**config.mk**
```make
export PLATFORM = sky130hd
export DESIGN_NAME = bitmap_viewport_window_packer
export DESIGN_NICKNAME = d
export VERILOG_FILES = /design/src/rtl/core/bvwp_pkg.sv /design/src/rtl/core/bvwp_ctrl.sv /design/src/rtl/core/bvwp_datapath.sv /design/src/rtl/core/bitmap_viewport_window_packer.sv
export SDC_FILE = /design/constraint.sdc
export NUM_CORES = 1
export LEC_CHECK = 0
export ABC_CLOCK_PERIOD_IN_PS = 4800
export BUFFER_PORTS_ARGS = -buffer_cell sky130_fd_sc_hd__buf_2
export CAP_MARGIN = 20
export CORE_ASPECT_RATIO = 0.8
export CORE_UTILIZATION = 50
export CTS_BUF_LIST = sky130_fd_sc_hd__clkbuf_4
export CTS_CLUSTER_DIAMETER = 120
export DETAILED_ROUTE_END_ITERATION = 8
export PLACE_DENSITY = 0.74
export SYNTH_ARGS = -nofsm -noshare
export SYNTH_HDL_FRONTEND = slang
export SYNTH_HIERARCHICAL = 1
export SYNTH_SLANG_ARGS = --single-unit
```
**constraint.sdc**
```tcl
create_clock -name clk -period 4.8 [get_ports clk]
set_input_delay 1.2 -clock clk [delete_from_list [all_inputs] [get_ports clk]]
set_output_delay 1.2 -clock clk [all_outputs]
set_load 0.05 [all_outputs]
```
**src/rtl/core/bvwp_pkg.sv**
```systemverilog
package bvwp_pkg;

  // Default geometry
  localparam int IMAGE_COLS_DEF = 16;
  localparam int IMAGE_ROWS_DEF = 16;
  localparam int VIEW_COLS_DEF  = 8;
  localparam int VIEW_ROWS_DEF  = 8;

  // Signed width for position arithmetic: 8-bit signed operands on positions below 64
  localparam int CLW = 10;

  // Operation codes
  localparam logic [2:0] OP_SET    = 3'd0;
  localparam logic [2:0] OP_MOVE   = 3'd1;
  localparam logic [2:0] OP_CENTER = 3'd2;
  localparam logic [2:0] OP_HOME   = 3'd3;
  localparam logic [2:0] OP_LOAD   = 3'd4;
  localparam logic [2:0] OP_DRAW   = 3'd5;

  // Pattern codes
  localparam logic [2:0] PAT_EMPTY  = 3'd0;
  localparam logic [2:0] PAT_FULL   = 3'd1;
  localparam logic [2:0] PAT_CAL    = 3'd2;
  localparam logic [2:0] PAT_DOT    = 3'd3;
  localparam logic [2:0] PAT_SMILEY = 3'd4;

  typedef enum logic [2:0] {
    ST_IDLE,
    ST_EXEC,
    ST_LOAD,
    ST_DRAW_RD,
    ST_DRAW_SEG,
    ST_DRAW_PACK,
    ST_DRAW_EMIT,
    ST_RESULT
  } state_t;

  typedef struct packed {
    logic capture;
    logic place_set;
    logic place_move;
    logic center;
    logic home;
    logic load_start;
    logic load_step;
    logic draw_start;
    logic rd_issue;
    logic seg_load;
    logic pack;
    logic emit_draw;
    logic emit_pos;
  } cmd_t;

  typedef struct packed {
    logic [2:0] op;
    logic       pat_ok;
    logic       load_last;
    logic       out_free;
    logic       acc_full;
    logic       acc_empty;
    logic       seg_empty;
    logic       rows_done;
  } status_t;

  // Clamp one axis: reaching the image edge pulls back to image - view - 1,
  // negative goes to 0, and the result never drops below 0.
  function automatic logic [CLW-1:0] clamp_axis(input logic signed [CLW-1:0] p,
                                                input int image, input int view);
    int pi;
    int lim;
    pi  = int'(p);
    lim = image - view - 1;
    if (pi + view >= image) pi = lim;
    else if (pi < 0) pi = 0;
    if (pi < 0) pi = 0;
    return CLW'(pi);
  endfunction

  // One image row of a preset pattern; bit c is column c.
  function automatic logic [63:0] pattern_row(input logic [2:0] pat, input int row,
                                              input int cols, input int hr, input int hc);
    logic [63:0] v;
    logic [63:0] full;
    v    = '0;
    full = (cols >= 64) ? '1 : ((64'(1) << cols) - 64'(1));
    unique case (pat)
      PAT_FULL: v = full;
      PAT_CAL: begin
        if (row == 0) v = 64'(5);
        if (row == 1) v = 64'(1);
      end
      PAT_DOT: begin
        if (row == hr - 1 || row == hr) v = 64'(3) << (hc - 1);
      end
      PAT_SMILEY: begin
        if (row == hr + 2 || row == hr + 3) v = (64'(3) << (hc - 3)) | (64'(3) << (hc + 1));
        if (row == hr - 4 || row == hr - 3) v = 64'(63) << (hc - 3);
      end
      default: v = '0;
    endcase
    return v;
  endfunction

endpackage

```
**src/rtl/core/bvwp_ctrl.sv**
```systemverilog
module bvwp_ctrl (
  input  logic              clk,
  input  logic              rst,
  input  logic              in_valid,
  output logic              in_ready,
  input  bvwp_pkg::status_t status,
  output bvwp_pkg::cmd_t    cmd
);

  bvwp_pkg::state_t state;
  bvwp_pkg::state_t state_next;

  always_ff @(posedge clk) begin
    if (rst) state <= bvwp_pkg::ST_IDLE;
    else state <= state_next;
  end

  always_comb begin
    state_next = state;
    cmd        = '0;
    in_ready   = 1'b0;
    unique case (state)
      bvwp_pkg::ST_IDLE: begin
        in_ready = 1'b1;
        if (in_valid) begin
          cmd.capture = 1'b1;
          state_next  = bvwp_pkg::ST_EXEC;
        end
      end
      bvwp_pkg::ST_EXEC: begin
        state_next = bvwp_pkg::ST_RESULT;
        unique case (status.op)
          bvwp_pkg::OP_SET:    cmd.place_set  = 1'b1;
          bvwp_pkg::OP_MOVE:   cmd.place_move = 1'b1;
          bvwp_pkg::OP_CENTER: cmd.center     = 1'b1;
          bvwp_pkg::OP_HOME:   cmd.home       = 1'b1;
          bvwp_pkg::OP_LOAD: begin
            if (status.pat_ok) begin
              cmd.load_start = 1'b1;
              state_next     = bvwp_pkg::ST_LOAD;
            end
          end
          bvwp_pkg::OP_DRAW: begin
            cmd.draw_start = 1'b1;
            state_next     = bvwp_pkg::ST_DRAW_RD;
          end
          default: state_next = bvwp_pkg::ST_RESULT;
        endcase
      end
      bvwp_pkg::ST_LOAD: begin
        cmd.load_step = 1'b1;
        if (status.load_last) state_next = bvwp_pkg::ST_RESULT;
      end
      bvwp_pkg::ST_DRAW_RD: begin
        cmd.rd_issue = 1'b1;
        state_next   = bvwp_pkg::ST_DRAW_SEG;
      end
      bvwp_pkg::ST_DRAW_SEG: begin
        cmd.seg_load = 1'b1;
        state_next   = bvwp_pkg::ST_DRAW_PACK;
      end
      bvwp_pkg::ST_DRAW_PACK: begin
        priority if (status.acc_full) state_next = bvwp_pkg::ST_DRAW_EMIT;
        else if (!status.seg_empty) cmd.pack = 1'b1;
        else if (!status.rows_done) state_next = bvwp_pkg::ST_DRAW_RD;
        else if (!status.acc_empty) state_next = bvwp_pkg::ST_DRAW_EMIT;
        else state_next = bvwp_pkg::ST_IDLE;
      end
      bvwp_pkg::ST_DRAW_EMIT: begin
        if (status.out_free) begin
          cmd.emit_draw = 1'b1;
          state_next    = bvwp_pkg::ST_DRAW_PACK;
        end
      end
      bvwp_pkg::ST_RESULT: begin
        if (status.out_free) begin
          cmd.emit_pos = 1'b1;
          state_next   = bvwp_pkg::ST_IDLE;
        end
      end
      default: state_next = bvwp_pkg::ST_IDLE;
    endcase
  end

  // Never emit into a full output register
  a_emit_free: assert property (@(posedge clk) disable iff (rst)
    (cmd.emit_pos || cmd.emit_draw) |-> status.out_free)
    else $error("emit while output register busy");

  // The last load row ends the sweep with a single result
  a_load_end: assert property (@(posedge clk) disable iff (rst)
    (state == bvwp_pkg::ST_LOAD && status.load_last) |=> state == bvwp_pkg::ST_RESULT)
    else $error("load sweep did not finish");

  // An accepted item is always decoded next
  a_capture_exec: assert property (@(posedge clk) disable iff (rst)
    cmd.capture |=> state == bvwp_pkg::ST_EXEC)
    else $error("accepted item not executed");

endmodule

```
**src/rtl/core/bvwp_datapath.sv**
```systemverilog
module bvwp_datapath #(
  parameter int IMAGE_COLS = bvwp_pkg::IMAGE_COLS_DEF,
  parameter int IMAGE_ROWS = bvwp_pkg::IMAGE_ROWS_DEF,
  parameter int VIEW_COLS  = bvwp_pkg::VIEW_COLS_DEF,
  parameter int VIEW_ROWS  = bvwp_pkg::VIEW_ROWS_DEF
) (
  input  logic              clk,
  input  logic              rst,
  input  bvwp_pkg::cmd_t    cmd,
  output bvwp_pkg::status_t status,
  input  logic [2:0]        operation,
  input  logic signed [7:0] x_value,
  input  logic signed [7:0] y_value,
  input  logic [2:0]        pattern,
  output logic              out_valid,
  input  logic              out_ready,
  output logic [3:0]        window_x,
  output logic [3:0]        window_y,
  output logic [7:0]        window_byte,
  output logic              last_byte
);

  localparam int PXW = $clog2(IMAGE_COLS);
  localparam int PYW = $clog2(IMAGE_ROWS);
  localparam int VRW = $clog2(VIEW_ROWS + 1);
  localparam int SLW = $clog2(VIEW_COLS + 1);
  localparam int ADW = ((PYW > VRW) ? PYW : VRW) + 1;
  localparam int CX_I = (IMAGE_COLS - VIEW_COLS) / 2;
  localparam int CY_I = (IMAGE_ROWS - VIEW_ROWS) / 2;
  localparam logic [PXW-1:0] CX = PXW'((CX_I < 0) ? 0 : CX_I);
  localparam logic [PYW-1:0] CY = PYW'((CY_I < 0) ? 0 : CY_I);
  localparam int HR = IMAGE_ROWS / 2;
  localparam int HC = IMAGE_COLS / 2;

  // Captured item
  logic [2:0]        op_q;
  logic signed [7:0] xv_q;
  logic signed [7:0] yv_q;
  logic [2:0]        pat_q;

  logic [PXW-1:0] col_pos;
  logic [PYW-1:0] row_pos;

  // Image store
  logic [IMAGE_COLS-1:0] pixel_mem [IMAGE_ROWS];
  logic [IMAGE_ROWS-1:0] row_valid;
  logic [PYW-1:0]        load_cnt;
  logic [IMAGE_COLS-1:0] load_row;
  logic [IMAGE_COLS-1:0] rd_data;
  logic                  rd_ok;

  // Draw packer
  logic [VRW-1:0]       vrow;
  logic [ADW-1:0]       rd_addr;
  logic                 rd_in_range;
  logic [VIEW_COLS-1:0] seg;
  logic [SLW-1:0]       seg_left;
  logic [7:0]           acc;
  logic [3:0]           acc_fill;

  // Placement
  logic signed [bvwp_pkg::CLW-1:0] nx;
  logic signed [bvwp_pkg::CLW-1:0] ny;
  logic [bvwp_pkg::CLW-1:0]        cx_clamped;
  logic [bvwp_pkg::CLW-1:0]        cy_clamped;

  always_comb begin
    if (cmd.place_move) begin
      nx = $signed(bvwp_pkg::CLW'(col_pos)) + bvwp_pkg::CLW'(xv_q);
      ny = $signed(bvwp_pkg::CLW'(row_pos)) + bvwp_pkg::CLW'(yv_q);
    end else begin
      nx = bvwp_pkg::CLW'(xv_q);
      ny = bvwp_pkg::CLW'(yv_q);
    end
    cx_clamped = bvwp_pkg::clamp_axis(nx, IMAGE_COLS, VIEW_COLS);
    cy_clamped = bvwp_pkg::clamp_axis(ny, IMAGE_ROWS, VIEW_ROWS);
  end

  always_ff @(posedge clk) begin
    if (cmd.capture) begin
      op_q  <= operation;
      xv_q  <= x_value;
      yv_q  <= y_value;
      pat_q <= pattern;
    end
  end

  always_ff @(posedge clk) begin
    if (rst) begin
      col_pos <= '0;
      row_pos <= '0;
    end else if (cmd.place_set || cmd.place_move) begin
      col_pos <= cx_clamped[PXW-1:0];
      row_pos <= cy_clamped[PYW-1:0];
    end else if (cmd.center) begin
      col_pos <= CX;
      row_pos <= CY;
    end else if (cmd.home) begin
      col_pos <= '0;
      row_pos <= '0;
    end
  end

  // Pattern load sweep: one row per cycle
  always_comb begin
    logic [63:0] pr;
    pr       = bvwp_pkg::pattern_row(pat_q, int'(load_cnt), IMAGE_COLS, HR, HC);
    load_row = pr[IMAGE_COLS-1:0];
  end

  always_ff @(posedge clk) begin
    if (rst) load_cnt <= '0;
    else if (cmd.load_start) load_cnt <= '0;
    else if (cmd.load_step) load_cnt <= load_cnt + PYW'(1);
  end

  always_ff @(posedge clk) begin
    if (cmd.load_step) pixel_mem[load_cnt] <= load_row;
  end

  always_ff @(posedge clk) begin
    if (rst) row_valid <= '0;
    else if (cmd.load_step) row_valid[load_cnt] <= 1'b1;
  end

  // Window row read
  assign rd_addr     = ADW'(row_pos) + ADW'(vrow);
  assign rd_in_range = rd_addr < ADW'(IMAGE_ROWS);

  always_ff @(posedge clk) begin
    if (cmd.rd_issue) rd_data <= pixel_mem[rd_addr[PYW-1:0]];
  end

  always_ff @(posedge clk) begin
    if (rst) rd_ok <= 1'b0;
    else if (cmd.rd_issue) rd_ok <= rd_in_range && row_valid[rd_addr[PYW-1:0]];
  end

  // Window slice of the row, first pixel at the top bit
  logic [IMAGE_COLS+VIEW_COLS-1:0] win_ext;
  logic [VIEW_COLS-1:0]            seg_new;

  always_comb begin
    win_ext = {{VIEW_COLS{1'b0}}, rd_data} >> col_pos;
    for (int j = 0; j < VIEW_COLS; j++) begin
      seg_new[VIEW_COLS-1-j] = win_ext[j] & rd_ok;
    end
  end

  // Pack step: move min(room, left) bits from the segment into the byte
  logic [3:0]  room;
  logic [3:0]  take;
  logic [15:0] pack_pair;
  logic [3:0]  pad;

  always_comb begin
    room = 4'd8 - acc_fill;
    if (seg_left < SLW'(room)) take = 4'(seg_left);
    else take = room;
    pack_pair = {acc, seg[VIEW_COLS-1 -: 8]} << take;
    pad       = 4'd8 - acc_fill;
  end

  always_ff @(posedge clk) begin
    if (cmd.seg_load) seg <= seg_new;
    else if (cmd.pack) seg <= seg << take;
    if (cmd.pack) acc <= pack_pair[15:8];
  end

  always_ff @(posedge clk) begin
    if (rst) begin
      vrow     <= '0;
      seg_left <= '0;
      acc_fill <= '0;
    end else if (cmd.draw_start) begin
      vrow     <= '0;
      seg_left <= '0;
      acc_fill <= '0;
    end else begin
      if (cmd.seg_load) begin
        vrow     <= vrow + VRW'(1);
        seg_left <= SLW'(VIEW_COLS);
      end else if (cmd.pack) begin
        seg_left <= seg_left - SLW'(take);
        acc_fill <= acc_fill + take;
      end else if (cmd.emit_draw) begin
        acc_fill <= '0;
      end
    end
  end

  // Output register
  always_ff @(posedge clk) begin
    if (rst) out_valid <= 1'b0;
    else if (cmd.emit_pos || cmd.emit_draw) out_valid <= 1'b1;
    else if (out_ready) out_valid <= 1'b0;
  end

  always_ff @(posedge clk) begin
    if (cmd.emit_pos || cmd.emit_draw) begin
      window_x <= 4'(col_pos);
      window_y <= 4'(row_pos);
    end
    if (cmd.emit_pos) begin
      window_byte <= '0;
      last_byte   <= 1'b1;
    end else if (cmd.emit_draw) begin
      window_byte <= acc << pad;
      last_byte   <= status.rows_done && status.seg_empty;
    end
  end

  always_comb begin
    status.op        = op_q;
    status.pat_ok    = pat_q <= bvwp_pkg::PAT_SMILEY;
    status.load_last = load_cnt == PYW'(IMAGE_ROWS - 1);
    status.out_free  = !out_valid || out_ready;
    status.acc_full  = acc_fill == 4'd8;
    status.acc_empty = acc_fill == 4'd0;
    status.seg_empty = seg_left == '0;
    status.rows_done = vrow == VRW'(VIEW_ROWS);
  end

  // A partly filled byte goes out only after the last window row
  a_pad_at_end: assert property (@(posedge clk) disable iff (rst)
    (cmd.emit_draw && !status.rows_done) |-> status.acc_full)
    else $error("padded byte before end of window");

  // Pack only with room in the byte and bits left in the segment
  a_pack_ok: assert property (@(posedge clk) disable iff (rst)
    cmd.pack |-> (!status.acc_full && !status.seg_empty))
    else $error("pack step with nothing to move");

endmodule

```
**src/rtl/core/bitmap_viewport_window_packer.sv**
```systemverilog
// Viewport over a one-bit image of IMAGE_ROWS x IMAGE_COLS pixels. Each
// accepted item is one operation: set or move the VIEW_ROWS x VIEW_COLS window
// (then clamp it: reaching the image edge pulls the corner back to
// image - window - 1, negative goes to 0), center it, return it home, load a
// preset pattern into the image, or draw. Every operation except draw returns
// one item with the new corner, a zero byte and last_byte set. Draw returns the
// window row-major, eight pixels per byte with the first pixel in bit 7, rows
// packed back to back with no padding, the final byte zero-filled in its low
// bits and flagged by last_byte. Pixels past the image edge read as 0. The
// image is blank after reset; row valid bits clear at once, so there is no
// clearing pass. Items are handled one at a time. A pattern load writes the
// image memory in a one-row-per-cycle sweep. A draw decodes the item; then,
// for each window row, it reads the row, loads its segment and packs it into
// the byte step by step, emitting each full byte. The single read port and
// the one-segment byte packer set this order. A result waiting on out_ready
// stalls the draw but not acceptance of the next item after it.
module bitmap_viewport_window_packer #(
  parameter int IMAGE_COLS = bvwp_pkg::IMAGE_COLS_DEF,
  parameter int IMAGE_ROWS = bvwp_pkg::IMAGE_ROWS_DEF,
  parameter int VIEW_COLS  = bvwp_pkg::VIEW_COLS_DEF,
  parameter int VIEW_ROWS  = bvwp_pkg::VIEW_ROWS_DEF
) (
  input  logic              clk,
  input  logic              rst,
  input  logic              in_valid,
  output logic              in_ready,
  input  logic [2:0]        operation,
  input  logic signed [7:0] x_value,
  input  logic signed [7:0] y_value,
  input  logic [2:0]        pattern,
  output logic              out_valid,
  input  logic              out_ready,
  output logic [3:0]        window_x,
  output logic [3:0]        window_y,
  output logic [7:0]        window_byte,
  output logic              last_byte
);

  // Commands from the sequencer, status back from the datapath
  bvwp_pkg::cmd_t    cmd;
  bvwp_pkg::status_t status;

  // Sequencer: decode the item, run the load sweep and the draw loop
  bvwp_ctrl u_ctrl (
    .clk      (clk),
    .rst      (rst),
    .in_valid (in_valid),
    .in_ready (in_ready),
    .status   (status),
    .cmd      (cmd)
  );

  // Datapath: position registers, image memory, byte packer, output register
  bvwp_datapath #(
    .IMAGE_COLS (IMAGE_COLS),
    .IMAGE_ROWS (IMAGE_ROWS),
    .VIEW_COLS  (VIEW_COLS),
    .VIEW_ROWS  (VIEW_ROWS)
  ) u_datapath (
    .clk         (clk),
    .rst         (rst),
    .cmd         (cmd),
    .status      (status),
    .operation   (operation),
    .x_value     (x_value),
    .y_value     (y_value),
    .pattern     (pattern),
    .out_valid   (out_valid),
    .out_ready   (out_ready),
    .window_x    (window_x),
    .window_y    (window_y),
    .window_byte (window_byte),
    .last_byte   (last_byte)
  );

endmodule

```
==> results of run 1 <==
## metrics by stage
step / power, mW / area [µm²] / hold slack [ps] / cells / util (%)
2_1_floorplan: 3.04 / 10000 / 432 / 884 / -
3_3_place_gp: 3.34 / 10400 / 431 / 1144 / 54.0
3_5_place_dp: 3.37 / 10400 / 440 / 1145 / 54.1
4_1_cts: 4.21 / 10700 / 476 / 1177 / 55.5
5_1_grt: 4.44 / 10700 / 497 / 1183 / 55.7
6_report: 4.20 / 10700 / 468 / 1183 / 55.7
## report_power, final
group / switching (mW) / internal, mW
registers: 0.166 / 1.92
logic: 0.754 / 0.522
clock network: 0.608 / 0.236
## final timing paths
| check | from | to | cells after the start |
|---|---|---|---|
| hold reg to reg | u_datapath/window_byte[6] | u_datapath/window_byte[6] | 2 |
| setup reg to reg | u_datapath/acc_fill[0] | u_datapath/seg_left[3] | 17 |
| hold / removal | u_datapath/window_byte[6] | u_datapath/window_byte[6] | 2 |
| setup / recovery | u_datapath/acc_fill[0] | u_datapath/seg_left[3] | 17 |
## kinds of logic (layout without fill, tap and decap cells)
| family | Yosys count | count (layout) |
|---|---|---|
| other cells | 0 | 2 |
| buf+inv | 79 | 118 |
| mux | 70 | 70 |
| xor+xnor | 29 | 29 |
| simple gates | 259 | 259 |
| compound gates | 226 | 226 |
| flops | 185 | 185 |
| fa+ha+maj | 36 | 36 |
## worst min-delay path, stage by stage, from the launching register on
cell and delay [ps]:
dfxtp_1 350, nand2_1 40, o21ai_0 60
## metal layers
metal	wire length, µm	vias up	global-route usage [%]
met1	10300	3467	33.3
met2	9630	288	32.8
li1	-	3422	-
met3	1420	24	3.32
met4	322	0	7.17
met5	0	-	0
## area by class of cell
| class | instances | area [µm²] |
|---|---|---|
| Fill cell | 1644 | 8530 |
| Sequential cell | 185 | 5010 |
| Multi-Input combinational cell | 620 | 4660 |
| Timing Repair Buffer | 60 | 344 |
| Tap cell | 258 | 323 |
| Clock inverter | 15 | 151 |
| Clock buffer | 17 | 128 |
| Inverter | 26 | 97.6 |
| Antenna cell | 2 | 5.00 |
## state kept, by name, summed over array words and instances (netlist names), 5 cells and up
register,flops
u_datapath/window_byte,8
u_datapath/row_valid,16
u_datapath/xv_q,8
u_datapath/pixel_mem,80
u_datapath/yv_q,8
u_datapath/seg,8
u_datapath/acc,8
u_datapath/rd_data,5
## cell usage in the layout (no fill, tap or decap), drive strengths merged, types with 26 or more instances in the layout
cell	count
nor2	65
edfxtp	131
nand2	81
mux2i	26
nor3	27
inv	34
mux4	30
o21ai	37
a21oi	53
ha	31
dfxtp	54
buf	59
==> impl_results.md, run 1 <==
- Critical path buffers and inverters: 5
- FFs w/ async S/R, synth: 0%
- First-pass GRT wire length: 35,300 µm
- Pre-antenna DRT Iters: 6
- Post-synth top area share: 39.3%
- Most Frequent Cell on Critical Path: inv_1
- Synth area leader: edfxtp_1
- CTS Sinks: 185
- Vias post-DR: 7,201
- Tmin final: 4300 ps
- IO Pins: 45
- Chip width: 160 µm
- Synth Area in Compound Gates: 15.4%
- Kind of cell adding the most delay to the critical path: adder cells
- Crit Path Class: flop to flop
- Largest net degree at the start of global routing: 26
- Max Freq: 232 MHz
- CP endpoint kind: flop
- 1st-iter DRT viols: 611
- Period utilisation layout: 89.7%
- Clock Skew: 26.2 ps
- Status: finished clean
- NumNets Final: 972
- Count leader, synth: edfxtp_1
- Post-synth top cells: edfxtp_1 (131), nand2_1 (80), nor2_1 (65)
- Count of final hold-check violations: 0
- Setup TNS: 0 ps
- Post-synth net total: 946
- Final setup viols: 0
- Core Area: 19,300 µm²
- Share of cells above drive strength 1: 17.7%
- Power Density: 392 nW/µm²
- Slowest Stage Delay on Critical Path: 570 ps
- Full die area: 20,600 µm²
- RSZ-0062 raised after global routing: false
- Max Slew Vio Count: 0
- Post-Synth Adder-Cell Area: 4.88%
- WP data arrival: 4810 ps
- Number of synthesized flops with an enable pin: 131
- Startpoint types: flop
- Syn Std Cell Area: 10,000 µm²
- Main flop type after synthesis: edfxtp_1
- Synth Area in Simple Gates: 12.6%
- Max clock buf depth: 2
- Syn Inst Count: 884
- Register area share after synthesis: 50.1%
- Resized Gates After CTS: 0
- Static Leak: 3.81 nW
- Peak supply drop: 0.228 mV
- # DRC: 0
- Crit-path max FO: 17
- GRT Residual Overflow: 0
- Initial Utilization: 51.9%
- Max cap viols: 0
- Detail Placement HPWL: 15,400 µm
- Worst-path cell chain: inv_1, buf_4, ha_1, inv_1, ha_1, inv_1, o21ai_2, nand2_2, a21o_1, inv_1, ha_1, a21o_1, a21oi_1, xnor2_1, a21oi_1, nor2_1, nor2_1
- Setup bufs post-CTS: 0
- Main combinational cell family by area after synthesis: compound AO/OA/AOI/OAI gates
- Dominant cells by area after synthesis: edfxtp_1 (39%), dfxtp_1 (11%), mux4_2 (6.8%)
- Post-DR vias/cell: 6.09
- Slowest CP cell: ha_1
- Initial antenna violation count: 1
- Synthesized flop and latch total: 185
- Mean Syn Cell Area: 11.3 µm²
- Post-Place Worst Slack: 546 ps
- Placer congestion estimate: 0.880
- Worst-path clk slew: 170 ps
- Area growth, synth to finish: 7.21%
- Reg2reg setup slack: 500 ps
- Worst Max-Slew Pin Slew: 954 ps
- Input/output buffers: 44
- # rows: 45
- Post-synth cell types: 75
- Worst Hold Class: flop to flop
- PnR worst setup slack: 495 ps
- Relative slew slack: 36.4%
- Clk_lat worst skew: 600 ps
- Wire per inst: 18.3 µm
- Hold buffers post-CTS: 0
- Synth warn: 6
- CTS tree: built
- CP required: 5300 ps
- Post-route ant nets: 0
- Total GRT Usage: 22.1%
- Total CTS buffers: 17
- Post-synthesis xor/xnor area fraction: 2.61%
- Root Driver: clkbuf_4
- Vias in the first global route: 6,517
- H-tree levels: 4
- Post-synthesis mux area share: 11.0%
- Chip Height: 129 µm
- Post-Route WL: 21,600 µm
Note: power is estimated with default switching activity, not from simulation.
==> run 2, diff against run 1 <==
--- a/config.mk
+++ b/config.mk
@@ -9,11 +9,12 @@
 export BUFFER_PORTS_ARGS = -buffer_cell sky130_fd_sc_hd__buf_2
 export CAP_MARGIN = 20
 export CORE_ASPECT_RATIO = 0.8
-export CORE_UTILIZATION = 50
+export CORE_UTILIZATION = 63
 export CTS_BUF_LIST = sky130_fd_sc_hd__clkbuf_4
 export CTS_CLUSTER_DIAMETER = 120
 export DETAILED_ROUTE_END_ITERATION = 8
-export PLACE_DENSITY = 0.74
+export MAX_ROUTING_LAYER = met4
+export PLACE_DENSITY = 0.88
 export SYNTH_ARGS = -nofsm -noshare
 export SYNTH_HDL_FRONTEND = slang
 export SYNTH_HIERARCHICAL = 1
==> impl_results.md, run 2 (synthesis results as in run 1) <==
- Status: finished clean
- Initial Utilization: 65.5%
- Setup bufs post-CTS: 0
- Int Pwr: 2.66 mW
- Worst Max-Slew Pin Slew: 1070 ps
- Most frequent cells in the layout: edfxtp_1 (131), nand2_1 (80), nor2_1 (65)
- Chip Height: 115 µm
- PnR worst setup slack: 522 ps
- Switching Fraction: 36.1%
- Max clock buf depth: 2
- Setup TNS: 0 ps
- CTS tree: built
- 1st-iter DRT viols: 1,063
- Reg with most FFs: u_datapath/pixel_mem
- Wire per inst: 20.5 µm
- # DRC: 0
- Post-DR vias/cell: 6.61
- Startpoint types: flop
- Post-Route WL: 23,200 µm
- Area growth, synth to finish: 6.17%
- Root Driver: clkbuf_4
- Full die area: 16,400 µm²
- Ant diodes: 0
- Vias post-DR: 7,478
- Core Util, Final: 69.6%
- Hold buffers post-CTS: 0
- Switching pwr: 1.50 mW
- Chip width: 143 µm
- Post-route ant nets: 0
- Total CTS buffers: 17
- WP data arrival: 4770 ps
- CTS Sinks: 185
- First-pass GRT wire length: 36,400 µm
- Final hold slack: 468 ps
- RSZ-0062 raised after global routing: false
- GRT Residual Overflow: 0
- Max reg flops: 80
- H-tree levels: 4
- Placer congestion estimate: 0.949
- Relative slew slack: 27.9%
- Pre-antenna DRT Iters: 6
- Resized Gates After CTS: 0
- Max Freq: 234 MHz
- Vias in the first global route: 6,879
- Tmin final: 4280 ps
- Max cap viols: 0
- Post-Place Worst Slack: 576 ps
- Detail Placement HPWL: 16,700 µm
- Max Slew Vio Count: 0
- Clk_lat worst skew: 590 ps
- Placed Instances: 1,095
- Largest net degree at the start of global routing: 26
- Worst-path clk slew: 150 ps
- Worst Hold Class: flop to flop
- CP endpoint kind: flop
- Crit Path Class: flop to flop
- Clk pwr share: 18.8%
- CP required: 5290 ps
- Clock Skew: 25.5 ps
- Most common cell after layout, fill and taps aside: edfxtp_1
- Registers with the most flip-flops: u_datapath/pixel_mem (80), u_datapath/row_valid (16)
- NumNets Final: 970
- Power Density: 392 nW/µm²
- Period utilisation layout: 89.1%
- Peak supply drop: 0.251 mV
- Fillers: 1,034
- Final setup viols: 0
- Non-Filler Instances: 1,131
- Static Leak: 3.78 nW
- Crit-path max FO: 17
- Input/output buffers: 44
- # rows: 40
- Combinational share of power: 31.1%
- Total GRT Usage: 30.6%
- Count of final hold-check violations: 0
- Initial antenna violation count: 0
- Sequential share of power: 50.1%
- IO Pins: 45
- Core Area: 15,300 µm²
- Share of cells above drive strength 1: 17.6%
[run 2: power groups by stage]
| stage | registers, mW | clock network, mW | logic (mW) |
|---|---|---|---|
| 3_5_place_dp | 2.11 | 0 | 1.25 |
| 4_1_cts | 2.08 | 0.796 | 1.26 |
| 5_1_grt | 2.10 | 0.857 | 1.39 |
| 2_1_floorplan | 2.05 | 0 | 0.992 |
| 6_report | 2.08 | 0.783 | 1.29 |
| 3_3_place_gp | 2.10 | 0 | 1.21 |
[run 2: worst paths after layout]
path	depth (start not counted)	slack (ps)	start	to
max reg2reg	17	520	u_datapath/acc_fill[0]	u_datapath/seg_left[3]
min reg2reg	2	470	u_datapath/window_byte[4]	u_datapath/window_byte[4]
max	17	520	u_datapath/acc_fill[0]	u_datapath/seg_left[3]
min	2	470	u_datapath/window_byte[4]	u_datapath/window_byte[4]
[run 2: routing by layer]
| metal | vias to the layer above | GRT usage (%) | routed length (µm) |
|---|---|---|---|
| met5 | - | - | 0 |
| met4 | 0 | 10.9 | 622 |
| met3 | 53 | 6.86 | 2230 |
| met2 | 437 | 44.5 | 10500 |
| met1 | 3582 | 42.4 | 9850 |
| li1 | 3406 | - | - |
[run 2: through the flow]
stage,area [µm²],total power [mW]
after floorplan,10000,3.04
after global placement,10300,3.31
after detailed placement,10300,3.37
after CTS,10600,4.14
after global routing,10600,4.35
final,10600,4.16
[run 2: cell type report]
cell class	count	area, µm²	area share, %
clock buffer	18	135	1.27
clock inverter	14	116	1.10
inverter	26	97.6	0.919
multi-input combinational	620	4670	43.9
sequential	185	5010	47.2
tap	210	263	2.47
timing repair buffer	58	325	3.06
[run 2: critical path, stage by stage, from the launching register on]
cell,delay (ps)
dfxtp_1,360
inv_1,40
buf_4,190
ha_1,580
inv_1,180
ha_1,310
inv_1,50
o21ai_2,380
nand2_2,330
a21o_1,340
inv_1,420
ha_1,330
a21o_1,150
a21oi_1,170
xnor2_1,140
a21oi_1,90
nor2_1,100
nor2_1,40
